[src/sv/mtfq_pkg.sv]
`timescale 1ns / 1ps
// ----------------------------------------------------------------------------
// mtfq_pkg
// Shared types and constants of the move-to-front queue: command and result
// beats, action codes and controller states.
// ----------------------------------------------------------------------------
package mtfq_pkg;

	localparam int MTFQ_DEPTH       = 16;
	localparam int MTFQ_VALUE_WIDTH = 32;
	localparam int DATA_W           = 32;
	localparam int COUNT_OUT_W      = 5;

	typedef enum logic [1:0] {
		ACT_ENQUEUE = 2'd0,
		ACT_DEQUEUE = 2'd1,
		ACT_PROMOTE = 2'd2
	} action_t;

	typedef enum logic [2:0] {
		ST_IDLE,
		ST_DEQ,
		ST_SCAN,
		ST_SHIFT,
		ST_PLACE
	} state_t;

	typedef struct packed {
		logic [1:0]        action;
		logic [DATA_W-1:0] value;
	} cmd_t;

	typedef struct packed {
		logic [DATA_W-1:0]      value_out;
		logic                   ok;
		logic [COUNT_OUT_W-1:0] entry_count;
	} result_t;

endpackage

[src/sv/mtfq_mem.sv]
`timescale 1ns / 1ps
// ----------------------------------------------------------------------------
// mtfq_mem
// Entry store of the queue: one write port, one read port, registered read
// data.
// ----------------------------------------------------------------------------
module mtfq_mem #(
	parameter int DEPTH       = 16,
	parameter int VALUE_WIDTH = 32
) (
	input  logic                           clk,
	input  logic                           wr_en,
	input  logic [$clog2(DEPTH)-1:0]       wr_addr,
	input  logic [VALUE_WIDTH-1:0]         wr_data,
	input  logic                           rd_en,
	input  logic [$clog2(DEPTH)-1:0]       rd_addr,
	output logic [VALUE_WIDTH-1:0]         rd_data
);

	logic [VALUE_WIDTH-1:0] mem_q [DEPTH];

	always_ff @(posedge clk) begin
		if (wr_en) begin
			mem_q[wr_addr] <= wr_data;
		end
	end

	always_ff @(posedge clk) begin
		if (rd_en) begin
			rd_data <= mem_q[rd_addr];
		end
	end

endmodule

[src/sv/move_to_front_queue_top.sv]
`timescale 1ns / 1ps
// ----------------------------------------------------------------------------
// move_to_front_queue_top
// Bounded queue kept as a ring in one entry memory, with enqueue, dequeue and
// promote (move the first matching entry to the head).
//
//   channel   signals               beat taken when
//   command   start, busy, cmd      start high and busy low at a rising edge
//   result    done, result          done high (one cycle, no back-pressure)
//
// enqueue, unused codes, dequeue or promote on an empty queue: result on
// the next cycle
// dequeue: one memory read
// promote: hit at the head ends in the scan, hit at logical position p > 0
// adds a shift and a place step, a miss scans every entry; the single memory
// read port scans from the head, then shifts the front entries up by one
// reset clears occupancy and pointers at once; no clearing pass
// ----------------------------------------------------------------------------
module move_to_front_queue_top #(
	parameter int DEPTH       = mtfq_pkg::MTFQ_DEPTH,
	parameter int VALUE_WIDTH = mtfq_pkg::MTFQ_VALUE_WIDTH
) (
	input  logic              clk,
	input  logic              arst_n,
	input  logic              start,
	output logic              busy,
	input  mtfq_pkg::cmd_t    cmd,
	output logic              done,
	output mtfq_pkg::result_t result
);

	import mtfq_pkg::*;

	localparam int PTR_W = $clog2(DEPTH);
	localparam int CNT_W = $clog2(DEPTH + 1);
	localparam logic [PTR_W-1:0] LAST_PTR = PTR_W'(DEPTH - 1);

	function automatic logic [PTR_W-1:0] ptr_inc(input logic [PTR_W-1:0] p);
		return (p == LAST_PTR) ? '0 : p + PTR_W'(1);
	endfunction

	function automatic logic [PTR_W-1:0] ptr_dec(input logic [PTR_W-1:0] p);
		return (p == '0) ? LAST_PTR : p - PTR_W'(1);
	endfunction

	state_t state_q, state_d;
	logic [PTR_W-1:0] head_q, head_d, tail_q, tail_d;
	logic [CNT_W-1:0] count_q, count_d;
	logic done_q, done_d;

	logic [VALUE_WIDTH-1:0] key_q, key_d, hit_q, hit_d;
	logic [PTR_W-1:0] rd_ptr_q, rd_ptr_d, wp_q, wp_d, left_q, left_d;
	logic [PTR_W-1:0] cmp_ptr_s1, cmp_ptr_d;
	logic [CNT_W-1:0] cmp_pos_s1, cmp_pos_d, cmp_next;
	logic [VALUE_WIDTH-1:0] res_val_q, res_val_d;
	logic res_ok_q, res_ok_d;
	logic [CNT_W-1:0] res_cnt_q, res_cnt_d;

	logic wr_en, rd_en;
	logic [PTR_W-1:0] wr_addr, rd_addr;
	logic [VALUE_WIDTH-1:0] wr_data, rd_data, v_in;

	logic acc, is_full, is_empty, hit_now, head_hit, scan_last, shift_last;

	assign busy       = (state_q != ST_IDLE);
	assign acc        = start && !busy;
	assign v_in       = VALUE_WIDTH'(cmd.value);
	assign is_full    = (count_q == CNT_W'(DEPTH));
	assign is_empty   = (count_q == '0);
	assign hit_now    = (rd_data == key_q);
	assign head_hit   = (cmp_pos_s1 == '0);
	assign cmp_next   = cmp_pos_s1 + CNT_W'(1);
	assign scan_last  = (cmp_next == count_q);
	assign shift_last = (left_q == PTR_W'(1));

	mtfq_mem #(
		.DEPTH(DEPTH),
		.VALUE_WIDTH(VALUE_WIDTH)
	) u_mem (
		.clk(clk),
		.wr_en(wr_en),
		.wr_addr(wr_addr),
		.wr_data(wr_data),
		.rd_en(rd_en),
		.rd_addr(rd_addr),
		.rd_data(rd_data)
	);

	// next state
	always_comb begin
		state_d = state_q;
		unique case (state_q)
			ST_IDLE: begin
				if (acc && !is_empty) begin
					if (cmd.action == ACT_DEQUEUE) begin
						state_d = ST_DEQ;
					end else if (cmd.action == ACT_PROMOTE) begin
						state_d = ST_SCAN;
					end
				end
			end
			ST_DEQ: state_d = ST_IDLE;
			ST_SCAN: begin
				if (hit_now) begin
					state_d = head_hit ? ST_IDLE : ST_SHIFT;
				end else if (scan_last) begin
					state_d = ST_IDLE;
				end
			end
			ST_SHIFT: begin
				if (shift_last) begin
					state_d = ST_PLACE;
				end
			end
			ST_PLACE: state_d = ST_IDLE;
			default: state_d = ST_IDLE;
		endcase
	end

	// memory control and register updates
	always_comb begin
		wr_en     = 1'b0;
		wr_addr   = tail_q;
		wr_data   = v_in;
		rd_en     = 1'b0;
		rd_addr   = rd_ptr_q;
		head_d    = head_q;
		tail_d    = tail_q;
		count_d   = count_q;
		key_d     = key_q;
		hit_d     = hit_q;
		rd_ptr_d  = rd_ptr_q;
		wp_d      = wp_q;
		left_d    = left_q;
		cmp_ptr_d = cmp_ptr_s1;
		cmp_pos_d = cmp_pos_s1;
		done_d    = 1'b0;
		res_val_d = '0;
		res_ok_d  = 1'b0;
		res_cnt_d = count_q;
		unique case (state_q)
			ST_IDLE: begin
				if (acc) begin
					unique case (cmd.action)
						ACT_ENQUEUE: begin
							done_d = 1'b1;
							if (!is_full) begin
								wr_en     = 1'b1;
								tail_d    = ptr_inc(tail_q);
								count_d   = count_q + CNT_W'(1);
								res_ok_d  = 1'b1;
								res_cnt_d = count_q + CNT_W'(1);
							end
						end
						ACT_DEQUEUE: begin
							if (is_empty) begin
								done_d = 1'b1;
							end else begin
								rd_en   = 1'b1;
								rd_addr = head_q;
								head_d  = ptr_inc(head_q);
								count_d = count_q - CNT_W'(1);
							end
						end
						ACT_PROMOTE: begin
							if (is_empty) begin
								done_d = 1'b1;
							end else begin
								rd_en     = 1'b1;
								rd_addr   = head_q;
								rd_ptr_d  = ptr_inc(head_q);
								cmp_ptr_d = head_q;
								cmp_pos_d = '0;
								key_d     = v_in;
							end
						end
						default: done_d = 1'b1;
					endcase
				end
			end
			ST_DEQ: begin
				done_d    = 1'b1;
				res_ok_d  = 1'b1;
				res_val_d = rd_data;
			end
			ST_SCAN: begin
				if (hit_now) begin
					if (head_hit) begin
						done_d   = 1'b1;
						res_ok_d = 1'b1;
					end else begin
						hit_d    = rd_data;
						rd_en    = 1'b1;
						rd_addr  = ptr_dec(cmp_ptr_s1);
						rd_ptr_d = ptr_dec(ptr_dec(cmp_ptr_s1));
						wp_d     = cmp_ptr_s1;
						left_d   = PTR_W'(cmp_pos_s1);
					end
				end else if (scan_last) begin
					done_d = 1'b1;
				end else begin
					rd_en     = 1'b1;
					rd_addr   = rd_ptr_q;
					rd_ptr_d  = ptr_inc(rd_ptr_q);
					cmp_ptr_d = rd_ptr_q;
					cmp_pos_d = cmp_next;
				end
			end
			ST_SHIFT: begin
				wr_en   = 1'b1;
				wr_addr = wp_q;
				wr_data = rd_data;
				wp_d    = ptr_dec(wp_q);
				left_d  = left_q - PTR_W'(1);
				if (!shift_last) begin
					rd_en    = 1'b1;
					rd_addr  = rd_ptr_q;
					rd_ptr_d = ptr_dec(rd_ptr_q);
				end
			end
			ST_PLACE: begin
				wr_en    = 1'b1;
				wr_addr  = head_q;
				wr_data  = hit_q;
				done_d   = 1'b1;
				res_ok_d = 1'b1;
			end
			default: begin
				done_d = 1'b0;
			end
		endcase
	end

	always_ff @(posedge clk or negedge arst_n) begin
		if (!arst_n) begin
			state_q <= ST_IDLE;
			head_q  <= '0;
			tail_q  <= '0;
			count_q <= '0;
			done_q  <= 1'b0;
		end else begin
			state_q <= state_d;
			head_q  <= head_d;
			tail_q  <= tail_d;
			count_q <= count_d;
			done_q  <= done_d;
		end
	end

	always_ff @(posedge clk) begin
		key_q      <= key_d;
		hit_q      <= hit_d;
		rd_ptr_q   <= rd_ptr_d;
		wp_q       <= wp_d;
		left_q     <= left_d;
		cmp_ptr_s1 <= cmp_ptr_d;
		cmp_pos_s1 <= cmp_pos_d;
		if (done_d) begin
			res_val_q <= res_val_d;
			res_ok_q  <= res_ok_d;
			res_cnt_q <= res_cnt_d;
		end
	end

	assign done               = done_q;
	assign result.value_out   = DATA_W'(res_val_q);
	assign result.ok          = res_ok_q;
	assign result.entry_count = COUNT_OUT_W'(res_cnt_q);

endmodule

[config.mk]
export PLATFORM = sky130hd
export DESIGN_NAME = move_to_front_queue_top
export DESIGN_NICKNAME = d
export VERILOG_FILES = /design/src/sv/mtfq_pkg.sv /design/src/sv/mtfq_mem.sv /design/src/sv/move_to_front_queue_top.sv
export SDC_FILE = /design/constraint.sdc
export NUM_CORES = 1
export LEC_CHECK = 0
export BUFFER_PORTS_ARGS = -buffer_cell sky130_fd_sc_hd__buf_2
export CORE_MARGIN = 2
export CORE_UTILIZATION = 50
export DETAILED_ROUTE_END_ITERATION = 8
export PLACE_DENSITY = 0.66
export RECOVER_POWER = 25
export SKIP_CTS_REPAIR_TIMING = 1
export SLEW_MARGIN = 20
export SYNTH_ARGS = -nofsm -noshare
export SYNTH_HDL_FRONTEND = slang
export SYNTH_SLANG_ARGS = --single-unit
export TNS_END_PERCENT = 100
[constraint.sdc]
create_clock -name clk -period 8.3 [get_ports clk]
set_input_delay 0.415 -clock clk [delete_from_list [all_inputs] [get_ports clk]]
set_output_delay 0.415 -clock clk [all_outputs]
set_load 0.03 [all_outputs]
==> results.cfg, run 1 <==
[outcome]
violations = max-capacitance violations, max-slew violations
status = finished with violations

[setup_path]
end_kind = flip-flop
required_ns = 8.63
setup.worst_path.class = reg2reg
critPathMaxStageDelay_ns = 0.93
start_kind = flip-flop
reg2reg_depth = 10
rr_startpoint = u_mem.rd_data[18]
rr_endpoint = u_mem.rd_data[14]
rrSetupSlack_ns = 2.28
cp_data_arrival_time_ns = 6.35
cp_top_family = simple AND/OR/NAND/NOR gates
cp_cell_sequence = xor2_1 -> nor4_1 -> nand4_1 -> nor3_4 -> buf_4 -> o21ai_0 -> nand2_1 -> buf_4 -> o2111ai_1 -> a2111oi_2
slowest_stage = nor4_1
critPathMostFrequentCell = buf_4
worstPathMaxFanout = 77
cp_num_buf_inv = 2

[floorplanning]
fp-row-count = 88
start_util = 0.507
die_width_microns = 246
die_h_microns = 246
die-area_sq_um = 60600
core_sq_um = 57800
ios = 77

[timing]
worst_slack_ns = 2.28
finalCriticalPeriod_ns = 6.02
setup_viol = 0
slew_viol_final = 109
rsz0062_at_grt = no
tightest_slew_ns = 3.19
relSlewSlack = -1.13
holdWs_ns = 0.0162
max_freq_ghz = 0.166
period_share = 0.726
setup-tns-final_ns = 0
finalHoldViolCount = 0
skew_ns = 0.0222

[synthesis]
yosysSeqAreaShare = 0.697
async_flop_share = 0.0249
synth_top_area_frac = 0.683
syn-cell-area_sq_um = 29300
synth_seq_cells = 684
synth_cell_types = 78
synthMostInstantiatedCell = edfxtp_1
synth.avg_cell_area_sq_um = 14.9
ys_warn_count = 0
synth_edf_count = 667
syn-num-nets = 2020
synth_area_leaders = edfxtp_1 (68%), o211ai_1 (5.9%), mux2_2 (2.6%)
synth_top_cell_by_area = edfxtp_1
synth_top_flop_cell = edfxtp_1
synth_common_cells = edfxtp_1 (667), o211ai_1 (230), inv_1 (148)
synth_cells = 1963

[clocking]
htreeDepth = 3
cts_tree = built
clock_tree.root_cell = clkbuf_16
clock_latency_ns = 0.61
clkTransAtPathRegs_ns = 0.06
numClockSinks = 684
cts_buffers = 69
clockBufferDepth = 3

[power_and_ir_drop]
peakVddDrop_mv = 0.267
power.total_w = 0.0113
powerDensity_nw_per_um2 = 347
leakage_nw = 10.6

[detailed_routing]
routed_wl_microns = 78300
met2WireLength_microns = 38100
met3_length_microns = 5840
drt_iter0_drc = 2143
drc_errors = 0
dr_total_vias = 17772
top_layer_used = met4
wl_per_cell_microns = 27.7
vias_per_cell = 6.28
dr.pass1.iters = 5
wl_met1_microns = 32200
antenna_left = 0

[placed_design]
place_area_sq_um = 30500
hpwl_microns = 42100
dp_worst_setup_slack_ns = 2.62
gp_congestion = 0.901
numPortBuffers = 76

[grt]
antenna_found_initial = 0
grt_usage = 0.260
globalRouteOverflowTotal = 0
first_global_vias = 17093
grt_max_degree = 91
grt_pass1_wl_microns = 114000

[cells_and_area]
design_area_sq_um = 32500
area_delta_synth_final_pct = 10.7
diodes = 0
fillers = 4538
nets = 2074
drive_above_1_share = 0.159

[min_path]
worst_hold_path.endpoint = key_q[1]
hold_depth = 1
hold_class = in2reg
holdCritStartpoint = cmd[1]

[run]
maxCapViolations = 3
## cells by family (layout without fill, tap and decap cells)
kind of cell | Yosys count | count (layout) | synth area share
flip-flops | 684 | 684 | 0.697
AO/OA/AOI/OAI | 548 | 548 | 0.154
AND/OR/NAND/NOR | 299 | 299 | 0.0539
buffers and inverters | 285 | 385 | 0.0412
multiplexers | 73 | 73 | 0.0288
XOR/XNOR | 54 | 54 | 0.0161
adder cells (fa/ha/maj) | 20 | 20 | 0.00853
## stage by stage
stage	cells	utilization
floorplan	1963	-
global placement	2709	0.528
detailed placement	2709	0.528
CTS	2826	0.563
global route	2828	0.562
finish	2828	0.562
## metal layers
layer  track usage  vias up
li1              -     7781
met3        0.0328      139
met1         0.360     8995
met5             0        -
met2         0.427      857
met4        0.0873        0
## sequential cells by signal (all words and copies together), names as in the netlist, 5 cells and up
name and cells:
hit_q 32, key_q 32, u_mem.mem_q 512, count_q 5
res_cnt_q 5, u_mem.rd_data 32, cmp_pos_s1 5, res_val_q 32
## where the power goes
| part | switching (W) | total, W | internal (W) | leakage, nW |
|---|---|---|---|---|
| clock network | 0.00125 | 0.00289 | 0.00165 | 0.995 |
| registers | 0.000304 | 0.00460 | 0.00429 | 6.26 |
| logic | 0.00250 | 0.00378 | 0.00128 | 3.32 |
| total | 0.00405 | 0.0113 | 0.00722 | 10.6 |
## cell usage in the layout (no fill, tap or decap), types with 28 or more instances in the layout
cell       instances
a2111oi_2         32
a21oi_1           53
a22oi_1           35
buf_4             37
clkbuf_1          95
clkbuf_16         69
edfxtp_1         667
inv_1            148
mux2_2            67
nand2_1          108
nand3b_1          33
o2111ai_1         33
o211ai_1         230
o211ai_2          31
o21ai_0           28
o22ai_1           35
o22ai_2           31
xor2_1            42
## worst max path at each step
stage / start / endpoint / cells past startpoint
after floorplan: u_mem.rd_data[12] / u_mem.rd_data[0] / 9
after global placement: u_mem.rd_data[18] / u_mem.rd_data[5] / 10
after detailed placement: u_mem.rd_data[18] / u_mem.rd_data[14] / 10
after CTS: u_mem.rd_data[18] / u_mem.rd_data[14] / 10
after global routing: u_mem.rd_data[18] / u_mem.rd_data[14] / 10
final: u_mem.rd_data[18] / u_mem.rd_data[14] / 10
## worst reg2reg max path: cells and delay by family, from the launching register on
family | cells | cell delay, ns
AO/OA/AOI/OAI | 3 | 1.12
XOR/XNOR | 1 | 0.23
buffers and inverters | 2 | 1.29
flip-flops | 1 | 0.47
AND/OR/NAND/NOR | 4 | 2.66
## cell type report
cell class	instances	area (sq um)	area share
tap	765	957	0.0295
clock buffer	88	1800	0.0554
sequential	684	20500	0.630
timing repair buffer	120	641	0.0197
inverter	148	556	0.0171
clock inverter	29	235	0.00724
multi-input combinational	994	7830	0.241
No activity file was read; power rests on OpenSTA's default activity.
==> inputs of run 2 (changes only) <==
==> constraint.sdc (replaced) <==
create_clock -name clk -period 6.3 [get_ports clk]
set_input_delay 0.315 -clock clk [delete_from_list [all_inputs] [get_ports clk]]
set_output_delay 0.315 -clock clk [all_outputs]
set_load 0.03 [all_outputs]
==> results.cfg, run 2 (same netlist as run 1, synthesis figures left out) <==
[outcome]
status = finished with violations
violations = max-capacitance violations, max-slew violations

[grt]
antenna_found_initial = 0
globalRouteOverflowTotal = 0
grt_max_degree = 150
grt_pass1_wl_microns = 117000
grt_usage = 0.265
first_global_vias = 17292

[detailed_routing]
vias_per_cell = 6.39
antenna_left = 0
drt_iter0_drc = 2414
routed_wl_microns = 80600
drc_errors = 0
dr_total_vias = 18335
wl_per_cell_microns = 28.1
dr.pass1.iters = 6

[setup_path]
cp_data_arrival_time_ns = 5.64
required_ns = 6.61
setup.worst_path.class = reg2reg
reg2reg_depth = 10
worstPathMaxFanout = 149
start_kind = flip-flop
end_kind = flip-flop

[timing]
skew_ns = 0.0254
tightest_slew_ns = 1.69
setup-tns-final_ns = 0
setup_viol = 0
max_freq_ghz = 0.188
finalCriticalPeriod_ns = 5.33
worst_slack_ns = 0.969
rsz0062_at_grt = no
finalHoldViolCount = 0
slew_viol_final = 33
period_share = 0.846
relSlewSlack = -0.126

[power_and_ir_drop]
power.total_w = 0.0151
powerDensity_nw_per_um2 = 459
peakVddDrop_mv = 0.484
leakage_nw = 10.8

[clocking]
clockBufferDepth = 3
cts_tree = built
numClockSinks = 684
htreeDepth = 3
clock_tree.root_cell = clkbuf_16
clock_latency_ns = 0.61
clkTransAtPathRegs_ns = 0.06
cts_buffers = 70

[floorplanning]
fp-row-count = 88
ios = 77
start_util = 0.507
core_sq_um = 57800
die_h_microns = 246
die_width_microns = 246
die-area_sq_um = 60600

[placed_design]
gp_congestion = 0.932
hpwl_microns = 45300
numPortBuffers = 76
place_area_sq_um = 30600
dp_worst_setup_slack_ns = 1.11

[cells_and_area]
nets = 2109
mostFrequentLayoutCells = edfxtp_1 (667), o211ai_1 (230), inv_1 (148)
design_area_sq_um = 33000
area_delta_synth_final_pct = 12.4
largest_reg_flops = 512
drive_above_1_share = 0.164
top_register = u_mem.mem_q
final_common_cell = edfxtp_1
diodes = 0

[min_path]
hold_class = in2reg
hold_depth = 3

[run]
maxCapViolations = 1
run 2: where the power goes:
group          switching [W]  total, W  leakage (nW)  internal, W
registers           0.000408   0.00606          6.26      0.00565
logic                0.00336   0.00509          3.47      0.00173
clock network        0.00170   0.00399          1.06      0.00229
run 2: final timing paths:
path / start / endpoint / slack, ns
setup / recovery: u_mem.rd_data[24] / u_mem.rd_data[5] / 0.97
hold / removal: start / state_q[1] / 0.03
setup reg to reg: u_mem.rd_data[24] / u_mem.rd_data[5] / 0.97
hold reg to reg: tail_q[3] / tail_q[3] / 0.52
max in group asynchronous: arst_n / head_q[3] / 5.25
min in group asynchronous: arst_n / tail_q[1] / 0.41
run 2: metrics by stage:
stage | util | hold WS, ns | cells
finish | 0.570 | 0.0343 | 2869
global route | 0.570 | 0.0580 | 2869
CTS | 0.566 | -0.368 | 2835
detailed placement | 0.529 | 0.281 | 2711
global placement | 0.529 | 0.277 | 2711
floorplan | - | 0.0194 | 1963
run 2: final cells by class:
class                   count  area [sq um]
clock buffers              91          1890
fillers                  4506         24800
repair buffers            154           996
flip-flops and latches    684         20500
well taps                 765           957
clock inverters            33           287
multi-input cells         994          7830
inverters                 148           556
run 2: routing by layer:
layer / track usage / share of wire
met2: 0.417 / 0.47
met1: 0.371 / 0.41
met5: 0 / 0
met4: 0.0980 / 0.032
met3: 0.0466 / 0.092
run 2: worst max-delay path, stage by stage (launching register included):
cell and delay, ns:
edfxtp_1 0.52, xor2_1 0.31, nor4_1 0.84, nand4_1 0.35, nor3_4 0.24, buf_4 0.34
o21a_4 0.56, buf_12 0.69, mux2_2 0.30, o22ai_2 0.08, a2111oi_2 0.68
==> inputs of run 3 (changes only) <==
--- a/config.mk
+++ b/config.mk
@@ -9,7 +9,7 @@
 export CORE_MARGIN = 2
 export CORE_UTILIZATION = 50
 export DETAILED_ROUTE_END_ITERATION = 8
-export PLACE_DENSITY = 0.66
+export PLACE_DENSITY = 0.69
 export RECOVER_POWER = 25
 export SKIP_CTS_REPAIR_TIMING = 1
 export SLEW_MARGIN = 20
==> constraint.sdc (replaced) <==
create_clock -name clk -period 4.35 [get_ports clk]
set_input_delay 0.2175 -clock clk [delete_from_list [all_inputs] [get_ports clk]]
set_output_delay 0.2175 -clock clk [all_outputs]
set_load 0.03 [all_outputs]
==> results.cfg, run 3 (same netlist as run 1, synthesis figures left out) <==
[floorplanning]
fp-row-count = 88
start_util = 0.507
ios = 77
die_width_microns = 246
die-area_sq_um = 60600
die_h_microns = 246
core_sq_um = 57800

[min_path]
hold_depth = 5
hold_class = in2reg

[timing]
finalHoldViolCount = 0
finalCriticalPeriod_ns = 4.19
rsz0062_at_grt = no
max_freq_ghz = 0.239
setup-tns-final_ns = 0
tightest_slew_ns = 1.71
slew_viol_final = 60
setup_viol = 0
relSlewSlack = -0.142
period_share = 0.964
skew_ns = 0.0183

[detailed_routing]
dr_total_vias = 18294
routed_wl_microns = 78600
vias_per_cell = 6.32
dr.pass1.iters = 6
wl_per_cell_microns = 27.2
antenna_left = 0
drc_errors = 0
drt_iter0_drc = 2198

[setup_path]
setup.worst_path.class = reg2reg
startpoint = u_mem.rd_data[24]
rr_endpoint = u_mem.rd_data[12]
rr_startpoint = u_mem.rd_data[24]
reg2reg_depth = 9
slowest_stage = nor4_1
cp_cell_sequence = xor2_1 -> nor4_1 -> nand4_1 -> nor3_4 -> buf_12 -> o211ai_1 -> o211ai_2 -> o2111ai_1 -> a2111oi_2
critPathMaxStageDelay_ns = 0.73
rrSetupSlack_ns = 0.16
worstPathMaxFanout = 115
cp_data_arrival_time_ns = 4.53
required_ns = 4.69
cp_top_family = simple AND/OR/NAND/NOR gates
crit_end = u_mem.rd_data[12]
start_kind = flip-flop
crit_cells = 9
end_kind = flip-flop
cp_num_buf_inv = 1

[cells_and_area]
mostFrequentLayoutCells = edfxtp_1 (667), o211ai_1 (230), inv_1 (148)
diodes = 0
multi_input_area_sq_um = 7830
largest_reg_flops = 512
drive_above_1_share = 0.170
final_common_cell = edfxtp_1
fillers = 4403
seq_area_sq_um = 20500
top_register = u_mem.mem_q
design_area_sq_um = 33400
nets = 2138
area_delta_synth_final_pct = 13.8

[power_and_ir_drop]
power.total_w = 0.0220
peakVddDrop_mv = 0.553
leakage_nw = 11.0
powerDensity_nw_per_um2 = 660

[outcome]
status = finished with violations
violations = max-capacitance violations, max-slew violations

[grt]
globalRouteOverflowTotal = 0
grt_usage = 0.259
first_global_vias = 17787
antenna_found_initial = 1
grt_max_degree = 130
grt_pass1_wl_microns = 115000

[clocking]
cts_tree = built
clkTransAtPathRegs_ns = 0.06
cts_buffers = 69
clock_tree.root_cell = clkbuf_16
numClockSinks = 684
htreeDepth = 3
clock_latency_ns = 0.60
clockBufferDepth = 3

[placed_design]
hpwl_microns = 44300
numPortBuffers = 76
gp_congestion = 0.932
place_area_sq_um = 31100

[run]
maxCapViolations = 2
run 3: cell count changes in the layout (fill, tap and decap cells not counted), sizes merged:
| cell | before | now |
|---|---|---|
| clkinvlp | 3 | 0 |
| dlygate4sd3 | 33 | 34 |
| buf | 45 | 71 |
| inv | 151 | 149 |
| clkinv | 23 | 26 |
run 3: routing by layer:
metal	part of all wire	global-route usage	up-vias
met5	0.00014	0	-
met4	0.043	0.110	2
met3	0.094	0.0407	179
met2	0.47	0.414	1031
met1	0.39	0.353	9162
li1	-	-	7920
run 3: metrics by stage:
stage	setup slack, ns	hold slack [ns]	cells	utilization
detailed placement	0.240	0.199	2740	0.537
finish	0.157	0.312	2894	0.577
global route	0.0858	0.371	2894	0.577
CTS	0.214	-0.428	2859	0.573
global placement	0.352	0.194	2740	0.537
floorplan	0.161	-0.0781	1963	-
run 3: layout make-up:
cell class                 count  share of cell area
inverter                     148              0.0167
sequential                   684               0.613
timing repair buffer         184              0.0442
multi-input combinational    994               0.235
clock inverter                31             0.00746
clock buffer                  88              0.0552
tap                          765              0.0287
run 3: where the power goes:
part	internal, W	switching (W)
combinational	0.00276	0.00486
clock	0.00322	0.00240
sequential	0.00818	0.000585
total	0.0142	0.00785
run 3: worst min path at each step:
stage | slack, ns | startpoint | end
floorplan | -0.08 | arst_n | count_q[0]
global placement | 0.19 | arst_n | tail_q[3]
detailed placement | 0.20 | arst_n | tail_q[1]
CTS | -0.43 | arst_n | count_q[2]
global route | 0.37 | cmd[33] | state_q[1]
finish | 0.31 | cmd[32] | state_q[1]
run 3: worst min-delay path: cells and delay by family:
kind	cells	cell delay (ns)
compound gates	1	0.06
simple gates	1	0.10
buf+inv	2	0.18
fa+ha+maj	1	0.32
